<file path="src/assert_macros.svh">
`ifndef ASSERT_MACROS_SVH
`define ASSERT_MACROS_SVH

// property that must hold at every rising edge outside reset
`define SMIX_ASSERT(label, clk, rst, prop, msg) \
  label: assert property (@(posedge clk) disable iff (rst) (prop)) else $error(msg);

// property that must hold in the cycle after a trigger
`define SMIX_ASSERT_NEXT(label, clk, rst, cond, prop, msg) \
  label: assert property (@(posedge clk) disable iff (rst) (cond) |=> (prop)) else $error(msg);

`endif

</file>
<file path="src/smix_pkg.sv">
package smix_pkg;

  localparam int RING_ADDR_BITS = 16;
  localparam int SUM_WIDTH      = 32;

  localparam int SAMPLE_W   = 16;
  localparam int VOL_W      = 9;
  localparam int LOG2_W     = 5;
  localparam int ADDR_W     = 16;
  localparam int CFG_IDX_W  = 2;
  localparam int CFG_DATA_W = 9;
  // largest channel contribution: 16-bit sample times 511, shifted by 8
  localparam int CONTRIB_W  = 18;
  localparam int PROD_W     = SUM_WIDTH + VOL_W + 1;
  localparam int FIN_W      = PROD_W - 8;
  localparam int ADDR_EXT_W = (RING_ADDR_BITS > ADDR_W) ? RING_ADDR_BITS : ADDR_W;

  // queue depth must be a power of two, pointers wrap freely
  localparam int FIFO_DEPTH = 4;
  localparam int FIFO_PTR_W = $clog2(FIFO_DEPTH);
  localparam int FIFO_CNT_W = $clog2(FIFO_DEPTH + 1);

  localparam logic [CFG_IDX_W-1:0] REG_MASTER_VOLUME  = 2'd0;
  localparam logic [CFG_IDX_W-1:0] REG_OUTPUT_8BIT    = 2'd1;
  localparam logic [CFG_IDX_W-1:0] REG_OUTPUT_MONO    = 2'd2;
  localparam logic [CFG_IDX_W-1:0] REG_RING_SIZE_LOG2 = 2'd3;

  localparam logic [VOL_W-1:0]  MASTER_VOLUME_RESET  = 9'd256;
  localparam logic [LOG2_W-1:0] RING_SIZE_LOG2_RESET = 5'd14;

  localparam logic [15:0] CLIP_MAX      = 16'h7fff;
  localparam logic [15:0] CLIP_MIN      = 16'h8000;
  localparam logic [7:0]  OFFSET_8BIT   = 8'd128;
  localparam logic [4:0]  BYTE_VOL_SAT  = 5'h1f;  // 255 >> 3

  typedef struct packed {
    logic signed [CONTRIB_W-1:0] left;
    logic signed [CONTRIB_W-1:0] right;
    logic                        last;
  } contrib_t;

  typedef struct packed {
    logic [VOL_W-1:0]  master_volume;
    logic              output_8bit;
    logic              output_mono;
    logic [LOG2_W-1:0] ring_size_log2;
  } cfg_t;

  // one side of a channel contribution, both paths share one multiplier
  function automatic logic signed [CONTRIB_W-1:0] scale(
    input logic signed [SAMPLE_W-1:0] s,
    input logic                       is8,
    input logic [VOL_W-1:0]           vol
  );
    logic signed [SAMPLE_W-1:0] a;
    logic signed [VOL_W:0]      g;
    logic signed [25:0]         p;
    a = is8 ? {{8{s[7]}}, s[7:0]} : s;
    g = is8 ? {2'b00, (vol[8] ? BYTE_VOL_SAT : vol[7:3]), 3'b000} : {1'b0, vol};
    p = a * g;
    return is8 ? p[CONTRIB_W-1:0] : p[25:8];
  endfunction

  function automatic logic [SUM_WIDTH-1:0] sext_contrib(
    input logic signed [CONTRIB_W-1:0] c
  );
    return {{(SUM_WIDTH - CONTRIB_W){c[CONTRIB_W-1]}}, c};
  endfunction

  // shift by 8, clip to int16, then optional 8-bit unsigned form
  function automatic logic [15:0] finish(
    input logic signed [PROD_W-1:0] prod,
    input logic                     out8
  );
    logic [FIN_W-1:0] v;
    logic [15:0]      c;
    v = prod[PROD_W-1:8];
    if ((&v[FIN_W-1:15]) || !(|v[FIN_W-1:15])) c = v[15:0];
    else c = v[FIN_W-1] ? CLIP_MIN : CLIP_MAX;
    return out8 ? {8'h00, c[15:8] + OFFSET_8BIT} : c;
  endfunction

  function automatic logic [ADDR_W-1:0] ring_addr(
    input logic [RING_ADDR_BITS-1:0] pos,
    input logic [LOG2_W-1:0]         k
  );
    logic [RING_ADDR_BITS-1:0] mask;
    logic [ADDR_EXT_W-1:0]     ext;
    for (int i = 0; i < RING_ADDR_BITS; i++) mask[i] = (k > LOG2_W'(i));
    ext = ADDR_EXT_W'(pos & mask);
    return ext[ADDR_W-1:0];
  endfunction

endpackage

</file>
<file path="src/stereo_audio_mixer_with_master_clip_unit.sv">
// a closing contribution passes the hold register, queue, sums and products to the output
// register; throughput: one contribution per cycle inside a frame while the queue has room;
// the frame close adds master multiply, then clip and format, and can stall on out_ready.
// reset (rst, synchronous, active high) clears sums, ring position, queue and valid flags,
// and loads master volume 256, 16-bit stereo output and ring size 2^14
module stereo_audio_mixer_with_master_clip_unit (
  input  logic                                   clk,
  input  logic                                   rst,
  // configuration writes
  input  logic                                   cfg_write,
  input  logic [smix_pkg::CFG_IDX_W-1:0]         cfg_index,
  input  logic [smix_pkg::CFG_DATA_W-1:0]        cfg_data,
  // channel contribution input
  input  logic                                   in_valid,
  output logic                                   in_ready,
  input  logic signed [smix_pkg::SAMPLE_W-1:0]   sample_value,
  input  logic                                   sample_is_8bit,
  input  logic [smix_pkg::VOL_W-1:0]             left_volume,
  input  logic [smix_pkg::VOL_W-1:0]             right_volume,
  input  logic                                   last_of_frame,
  // mixed frame output
  output logic                                   out_valid,
  input  logic                                   out_ready,
  output logic signed [15:0]                     out_left,
  output logic signed [15:0]                     out_right,
  output logic [smix_pkg::ADDR_W-1:0]            out_address
);

  // configuration register file
  smix_pkg::cfg_t     cfg;

  // front to queue to back
  logic               q_push;
  logic               q_full;
  logic               q_pop;
  logic               q_empty;
  smix_pkg::contrib_t q_wr_data;
  smix_pkg::contrib_t q_rd_data;

  always_ff @(posedge clk) begin
    if (rst) begin
      cfg.master_volume  <= smix_pkg::MASTER_VOLUME_RESET;
      cfg.output_8bit    <= 1'b0;
      cfg.output_mono    <= 1'b0;
      cfg.ring_size_log2 <= smix_pkg::RING_SIZE_LOG2_RESET;
    end else if (cfg_write) begin
      unique case (cfg_index)
        smix_pkg::REG_MASTER_VOLUME:  cfg.master_volume  <= cfg_data;
        smix_pkg::REG_OUTPUT_8BIT:    cfg.output_8bit    <= cfg_data[0];
        smix_pkg::REG_OUTPUT_MONO:    cfg.output_mono    <= cfg_data[0];
        smix_pkg::REG_RING_SIZE_LOG2: cfg.ring_size_log2 <= cfg_data[smix_pkg::LOG2_W-1:0];
        default: ;
      endcase
    end
  end

  // front: registers the transaction and scales it by the left and right volumes
  smix_front u_front (
    .clk            (clk),
    .rst            (rst),
    .in_valid       (in_valid),
    .in_ready       (in_ready),
    .sample_value   (sample_value),
    .sample_is_8bit (sample_is_8bit),
    .left_volume    (left_volume),
    .right_volume   (right_volume),
    .last_of_frame  (last_of_frame),
    .q_full         (q_full),
    .q_push         (q_push),
    .q_data         (q_wr_data)
  );

  // short queue so the front keeps taking contributions while a frame closes
  smix_fifo u_fifo (
    .clk     (clk),
    .rst     (rst),
    .push    (q_push),
    .wr_data (q_wr_data),
    .full    (q_full),
    .pop     (q_pop),
    .rd_data (q_rd_data),
    .empty   (q_empty)
  );

  // back: accumulates, applies master gain, clips and formats the frame
  smix_back u_back (
    .clk         (clk),
    .rst         (rst),
    .cfg         (cfg),
    .q_empty     (q_empty),
    .q_data      (q_rd_data),
    .q_pop       (q_pop),
    .out_valid   (out_valid),
    .out_ready   (out_ready),
    .out_left    (out_left),
    .out_right   (out_right),
    .out_address (out_address)
  );

endmodule

</file>
<file path="src/smix_front.sv">
module smix_front (
  input  logic                                 clk,
  input  logic                                 rst,
  input  logic                                 in_valid,
  output logic                                 in_ready,
  input  logic signed [smix_pkg::SAMPLE_W-1:0] sample_value,
  input  logic                                 sample_is_8bit,
  input  logic [smix_pkg::VOL_W-1:0]           left_volume,
  input  logic [smix_pkg::VOL_W-1:0]           right_volume,
  input  logic                                 last_of_frame,
  input  logic                                 q_full,
  output logic                                 q_push,
  output smix_pkg::contrib_t                   q_data
);

  logic                                 hold_valid;
  logic signed [smix_pkg::SAMPLE_W-1:0] h_sample;
  logic                                 h_is8;
  logic [smix_pkg::VOL_W-1:0]           h_lvol;
  logic [smix_pkg::VOL_W-1:0]           h_rvol;
  logic                                 h_last;

  assign q_push   = hold_valid && !q_full;
  assign in_ready = !hold_valid || !q_full;

  always_comb begin
    q_data.left  = smix_pkg::scale(h_sample, h_is8, h_lvol);
    q_data.right = smix_pkg::scale(h_sample, h_is8, h_rvol);
    q_data.last  = h_last;
  end

  always_ff @(posedge clk) begin
    if (rst) begin
      hold_valid <= 1'b0;
    end else if (in_valid && in_ready) begin
      hold_valid <= 1'b1;
    end else if (q_push) begin
      hold_valid <= 1'b0;
    end
    if (in_valid && in_ready) begin
      h_sample <= sample_value;
      h_is8    <= sample_is_8bit;
      h_lvol   <= left_volume;
      h_rvol   <= right_volume;
      h_last   <= last_of_frame;
    end
  end

endmodule

</file>
<file path="src/smix_fifo.sv">
`include "assert_macros.svh"

module smix_fifo (
  input  logic               clk,
  input  logic               rst,
  input  logic               push,
  input  smix_pkg::contrib_t wr_data,
  output logic               full,
  input  logic               pop,
  output smix_pkg::contrib_t rd_data,
  output logic               empty
);

  smix_pkg::contrib_t                 mem [smix_pkg::FIFO_DEPTH];
  logic [smix_pkg::FIFO_PTR_W-1:0]    wr_ptr;
  logic [smix_pkg::FIFO_PTR_W-1:0]    rd_ptr;
  logic [smix_pkg::FIFO_CNT_W-1:0]    count;

  assign full    = (count == smix_pkg::FIFO_CNT_W'(smix_pkg::FIFO_DEPTH));
  assign empty   = (count == '0);
  assign rd_data = mem[rd_ptr];

  always_ff @(posedge clk) begin
    if (rst) begin
      wr_ptr <= '0;
      rd_ptr <= '0;
      count  <= '0;
    end else begin
      if (push) wr_ptr <= wr_ptr + 1'b1;
      if (pop)  rd_ptr <= rd_ptr + 1'b1;
      if (push && !pop)      count <= count + 1'b1;
      else if (pop && !push) count <= count - 1'b1;
    end
    if (push) mem[wr_ptr] <= wr_data;
  end

  `SMIX_ASSERT(a_no_overflow, clk, rst, !(push && full), "push into a full queue")
  `SMIX_ASSERT(a_no_underflow, clk, rst, !(pop && empty), "pop from an empty queue")
  `SMIX_ASSERT_NEXT(a_count_idle, clk, rst, !push && !pop, $stable(count), "count moved while idle")

endmodule

</file>
<file path="src/smix_back.sv">
`include "assert_macros.svh"

module smix_back (
  input  logic                                clk,
  input  logic                                rst,
  input  smix_pkg::cfg_t                      cfg,
  input  logic                                q_empty,
  input  smix_pkg::contrib_t                  q_data,
  output logic                                q_pop,
  output logic                                out_valid,
  input  logic                                out_ready,
  output logic signed [15:0]                  out_left,
  output logic signed [15:0]                  out_right,
  output logic [smix_pkg::ADDR_W-1:0]         out_address
);

  typedef enum logic [2:0] {
    ST_ACC = 3'b001,
    ST_MUL = 3'b010,
    ST_FIN = 3'b100
  } back_state_t;

  back_state_t                            state;
  back_state_t                            state_next;
  logic [smix_pkg::SUM_WIDTH-1:0]         left_sum;
  logic [smix_pkg::SUM_WIDTH-1:0]         right_sum;
  logic signed [smix_pkg::PROD_W-1:0]     prod_l;
  logic signed [smix_pkg::PROD_W-1:0]     prod_r;
  logic [smix_pkg::RING_ADDR_BITS-1:0]    ring_pos;
  logic                                   load;

  assign q_pop = (state == ST_ACC) && !q_empty;
  assign load  = (state == ST_FIN) && (!out_valid || out_ready);

  always_comb begin
    state_next = state;
    unique case (state)
      ST_ACC: if (q_pop && q_data.last) state_next = ST_MUL;
      ST_MUL: state_next = ST_FIN;
      ST_FIN: if (load) state_next = ST_ACC;
      default: state_next = ST_ACC;
    endcase
  end

  always_ff @(posedge clk) begin
    if (rst) begin
      state     <= ST_ACC;
      left_sum  <= '0;
      right_sum <= '0;
      ring_pos  <= '0;
      out_valid <= 1'b0;
    end else begin
      state <= state_next;
      if (q_pop) begin
        left_sum  <= left_sum + smix_pkg::sext_contrib(q_data.left);
        right_sum <= right_sum + smix_pkg::sext_contrib(q_data.right);
      end else if (state == ST_MUL) begin
        left_sum  <= '0;
        right_sum <= '0;
      end
      if (load) begin
        out_valid <= 1'b1;
        ring_pos  <= ring_pos + (cfg.output_mono ? smix_pkg::RING_ADDR_BITS'(1)
                                                 : smix_pkg::RING_ADDR_BITS'(2));
      end else if (out_ready) begin
        out_valid <= 1'b0;
      end
    end
    if (state == ST_MUL) begin
      prod_l <= $signed(left_sum) * $signed({1'b0, cfg.master_volume});
      prod_r <= $signed(right_sum) * $signed({1'b0, cfg.master_volume});
    end
    if (load) begin
      out_left    <= smix_pkg::finish(prod_l, cfg.output_8bit);
      out_right   <= cfg.output_mono ? 16'sd0 : smix_pkg::finish(prod_r, cfg.output_8bit);
      out_address <= smix_pkg::ring_addr(ring_pos, cfg.ring_size_log2);
    end
  end

  `SMIX_ASSERT(a_sums_cleared, clk, rst, state != ST_FIN || (left_sum == '0 && right_sum == '0), "sums not cleared before output")
  `SMIX_ASSERT_NEXT(a_last_closes, clk, rst, q_pop && q_data.last, state == ST_MUL, "last contribution did not close the frame")

endmodule

</file>
<file path="config.mk">
export PLATFORM = sky130hd
export DESIGN_NAME = stereo_audio_mixer_with_master_clip_unit
export DESIGN_NICKNAME = d
export VERILOG_FILES = /design/src/smix_pkg.sv /design/src/stereo_audio_mixer_with_master_clip_unit.sv /design/src/smix_front.sv /design/src/smix_fifo.sv /design/src/smix_back.sv
export VERILOG_INCLUDE_DIRS = /design/src /design/src/src
export SDC_FILE = /design/constraint.sdc
export NUM_CORES = 2
export LEC_CHECK = 0
export BUFFER_PORTS_ARGS = -buffer_cell sky130_fd_sc_hd__buf_2
export CAP_MARGIN = 25
export CORE_ASPECT_RATIO = 1.1
export CORE_MARGIN = 2
export CORE_UTILIZATION = 27
export DETAILED_ROUTE_END_ITERATION = 8
export GPL_TIMING_DRIVEN = 0
export PLACE_DENSITY = 0.49
export SYNTH_ARGS = -nofsm -noshare
export SYNTH_HDL_FRONTEND = slang
export SYNTH_SLANG_ARGS = --single-unit
</file>
<file path="constraint.sdc">
create_clock -name clk -period 8.2 [get_ports clk]
set_input_delay 0.41 -clock clk [delete_from_list [all_inputs] [get_ports clk]]
set_output_delay 0.41 -clock clk [all_outputs]
set_load 0.03 [all_outputs]
</file>
==> impl_metrics.py <==
metrics = {
    "sta": {
        "max-slew-margin-rel_pct": 29.4,
        "setup_viol": 0,
        "skew_ns": 0.0661,
        "hold_viol_final": 0,
        "slew_violations": 0,
        "min_period_ns": 7.85,
        "fmax_ghz": 0.127,
        "rsz0062_at_grt": "yes",
        "setup_tns_ns": 0,
        "fin_ws_ns": 0.353,
        "final.period_utilization_pct": 95.7,
        "worstMarginPinSlew_ns": 1.06,
    },
    "routing": {
        "viasPerCell": 4.50,
        "vias": 32900,
        "finalWirelength_um": 128000,
        "wl_per_cell_um": 17.5,
        "drt-initial-drc-count": 1615,
        "antenna_left": 0,
        "drt_pre_antenna_iters": 5,
        "drc_errors": 0,
    },
    "yosys": {
        "async_reset_ff_share_pct": 0,
        "yosysTopAreaCellShare_pct": 30.2,
        "syn_area_mm2": 0.0473,
        "synth.avg_cell_area_um2": 9.91,
        "synth_top_area_cell": "fa_1",
        "synthCells": 4780,
        "netlist-cell-type-count": 75,
        "yosys_warnings": 0,
        "seq_area_frac_synth_pct": 23.7,
        "ys.flop_type": "edfxtp_1",
        "synth_nets": 5903,
        "ys_ff_latch": 410,
        "synth_area_leaders": "fa_1, edfxtp_1, ha_1",
        "synth_edf_count": 300,
    },
    "place": {
        "postPlaceCellArea_mm2": 0.0509,
        "placedCellCount": 7173,
        "gp_congestion": 0.876,
        "dp_worst_setup_slack_ns": -0.220,
        "io_buffers": 101,
        "hpwl_um": 105000,
    },
    "cells_and_area": {
        "synthToLayoutAreaGrowth_pct": 12.0,
        "drive_gt1_share_pct": 5.80,
        "final_design_area_no_fill_mm2": 0.0530,
        "stdcell_count": 7303,
        "final_nets": 6104,
        "post-route-util_pct": 30.4,
        "fill_cells": 18200,
    },
    "worst_setup_path": {
        "crit_slowest_cell": "nor2b_1",
        "required_ns": 8.55,
        "critical_path_class": "flip-flop to flip-flop",
        "cp.arrival_ns": 8.20,
        "slowest_delay_ns": 0.77,
        "r2r_start": "u_front.h_is8$_DFFE_PP_",
        "worstPathMaxFanout": 7,
        "startpoint_type": "flip-flop",
        "worst_setup_path_end_kind": "flip-flop",
        "path_common_cell": "fa_1",
        "worstPathCellList": "nor2b_1 > or2_2 > clkbuf_1 > nand2_1 > fa_1 > inv_1 > fa_1 > fa_1 > fa_1 > inv_1 > fa_1 > inv_1 > ha_1 > a21o_1 > a21o_1 > a21o_1 > a21oi_1 > nand2_1 > o21ai_1 > a21oi_1 > or4_1 > a31oi_1 > xnor2_1 > mux2i_1",
        "crit_start": "u_front.h_is8$_DFFE_PP_",
    },
    "global_route": {
        "antenna_found_initial": 4,
        "grt_max_degree": 70,
        "overflow": 0,
        "grtUsageTotal_pct": 14.5,
        "grt_pass1_vias": 35200,
        "grt_pass1_wl_um": 203000,
    },
    "pwr": {
        "static-leakage-power_nw": 24.9,
        "irDropWorstVdd_uv": 322,
        "power.density_mw_per_mm2": 310,
    },
    "die": {
        "ios": 102,
        "row_count": 161,
        "initial_core_util_pct": 27.1,
        "core_mm2": 0.175,
        "die_h_um": 443,
        "dieArea_mm2": 0.179,
        "die_x_um": 403,
    },
    "clock_network": {
        "cts_inserted_buffers": 49,
        "cts.clk_slew.worst_paths_ns": 0.06,
        "clkSinkCount": 410,
        "root_buffer": "clkbuf_16",
        "cts_buffer_depth": 3,
        "cts_tree": "done",
        "clk_latency_ns": 0.66,
        "htreeDepth": 2,
    },
    "run_status": {
        "status": "finished clean",
    },
    "hold_path": {
        "hold_path_class": "input port to flip-flop",
        "min_from": "cfg_data[2]",
    },
    "run": {
        "maxCapViolations": 0,
    },
}
==> placed cells by master, fill, tap and decap left out, types with 39 or more instances in the layout <==
cell type,count
inv_1,825
fa_1,714
nand2_1,542
and2_1,369
ha_1,357
edfxtp_1,300
a21oi_1,212
nor2_1,201
clkbuf_1,178
xnor2_1,133
dfxtp_1,110
buf_2,103
nor2b_1,81
a21o_1,74
nand3_1,67
xor2_1,52
clkbuf_16,50
o21ai_0,49
nor3_1,39
==> per-layer routing <==
layer	GRT usage (%)	routed length, um	share of wire (%)
met4	3.56	3270	2.6
met2	25.2	62000	49
met1	19.0	57500	45
met3	1.77	5010	3.9
met5	0	12	0.0094
==> per-stage QoR <==
stage	hold slack (ns)	power [W]
global route	0.0914	0.0181
global placement	0.472	0.0141
CTS	0.0517	0.0166
floorplan	0.458	0.0113
finish	0.0918	0.0164
detailed placement	0.480	0.0143
==> sequential cells by signal (all words and copies together), names as in the netlist, 16 cells and up, named ones only <==
name                cells
u_back.out_right       16
u_back.ring_pos        16
cfg                    16
u_back.right_sum       32
u_fifo.mem            148
u_back.prod_r          34
u_back.out_address     16
u_back.left_sum        32
u_back.out_left        16
u_front.h_sample       16
u_back.prod_l          34
==> Yosys cell counts (all sizes together), types with 4 or more instances <==
master and number:
or3 19, and3 16, nor4 10, inv 826
a221o 4, mux4 37, nor2b 85, nor3b 6
a22o 26, o31ai 8, o21a 20, dfxtp 110
nor2 202, a21boi 8, mux2 11, edfxtp 300
buf 32, a211o 8, o21ai 85, a21oi 215
a41oi 4, fa 714, xor2 52, a31oi 19
xnor2 133, a41o 4, and2 374, mux2i 35
ha 357, nor3 39, a211oi 14, o211ai 8
o21bai 15, a21o 74, nand4 23, nand2 542
clkbuf 183, or2 18, a2111oi 4, nand3 67
nand2b 33
==> logic make-up after synthesis <==
family	after synthesis	share of synthesized area, %
compound gates	543	7.28
xor+xnor	185	3.42
fa+ha+maj	1071	39.6
buf+inv	1042	8.28
flops	410	23.7
mux	83	2.76
simple gates	1446	15.0
==> what timing repair did <==
| action | CTS | global route |
|---|---|---|
| hold buffers | 37 | 0 |
| setup endpoints to repair | 8 | 28 |
| endpoints found under the hold margin | 37 | 0 |
| resized for setup | 4 | 22 |
| buffers inserted | 0 | 4 |
==> layout make-up <==
cell class                      instances  area (um2)  area share (%)
Buffer                                211         815            1.54
Timing Repair Buffer                  154        1130            2.13
Clock buffer                           63        1340            2.53
Antenna cell                            1        2.50         0.00472
Multi-Input combinational cell       3328       32300            60.9
Sequential cell                       410       11200            21.1
Inverter                              827        3110            5.86
Tap cell                             2282        2860            5.38
Clock inverter                         27         284           0.535
==> path summary, 6_finish.rpt <==
check | endpoint | slack (ns) | cells past startpoint
setup / recovery | u_fifo.mem[0][36]$_DFFE_PP_ | 0.35 | 24
hold / removal | cfg[9]$_SDFFE_PP0P_ | 0.09 | 3
setup reg to reg | u_fifo.mem[0][36]$_DFFE_PP_ | 0.35 | 24
hold reg to reg | u_back.ring_pos[14]$_SDFFE_PP0P_ | 0.48 | 2
==> worst max-delay path, delay by kind of cell (launching register included) <==
kind	cells	cell delay [ns]
fa+ha+maj	6	2.85
simple gates	5	1.66
compound gates	7	1.56
flops	1	0.51
buf+inv	4	0.45
mux	1	0.40
xor+xnor	1	0.17
==> where the power goes <==
| group | switching [W] | total, W | internal [W] |
|---|---|---|---|
| combinational | 0.00663 | 0.0108 | 0.00418 |
| clock | 0.000921 | 0.00221 | 0.00129 |
| sequential | 0.000150 | 0.00343 | 0.00328 |
Note: power is estimated with default switching activity, not from simulation.
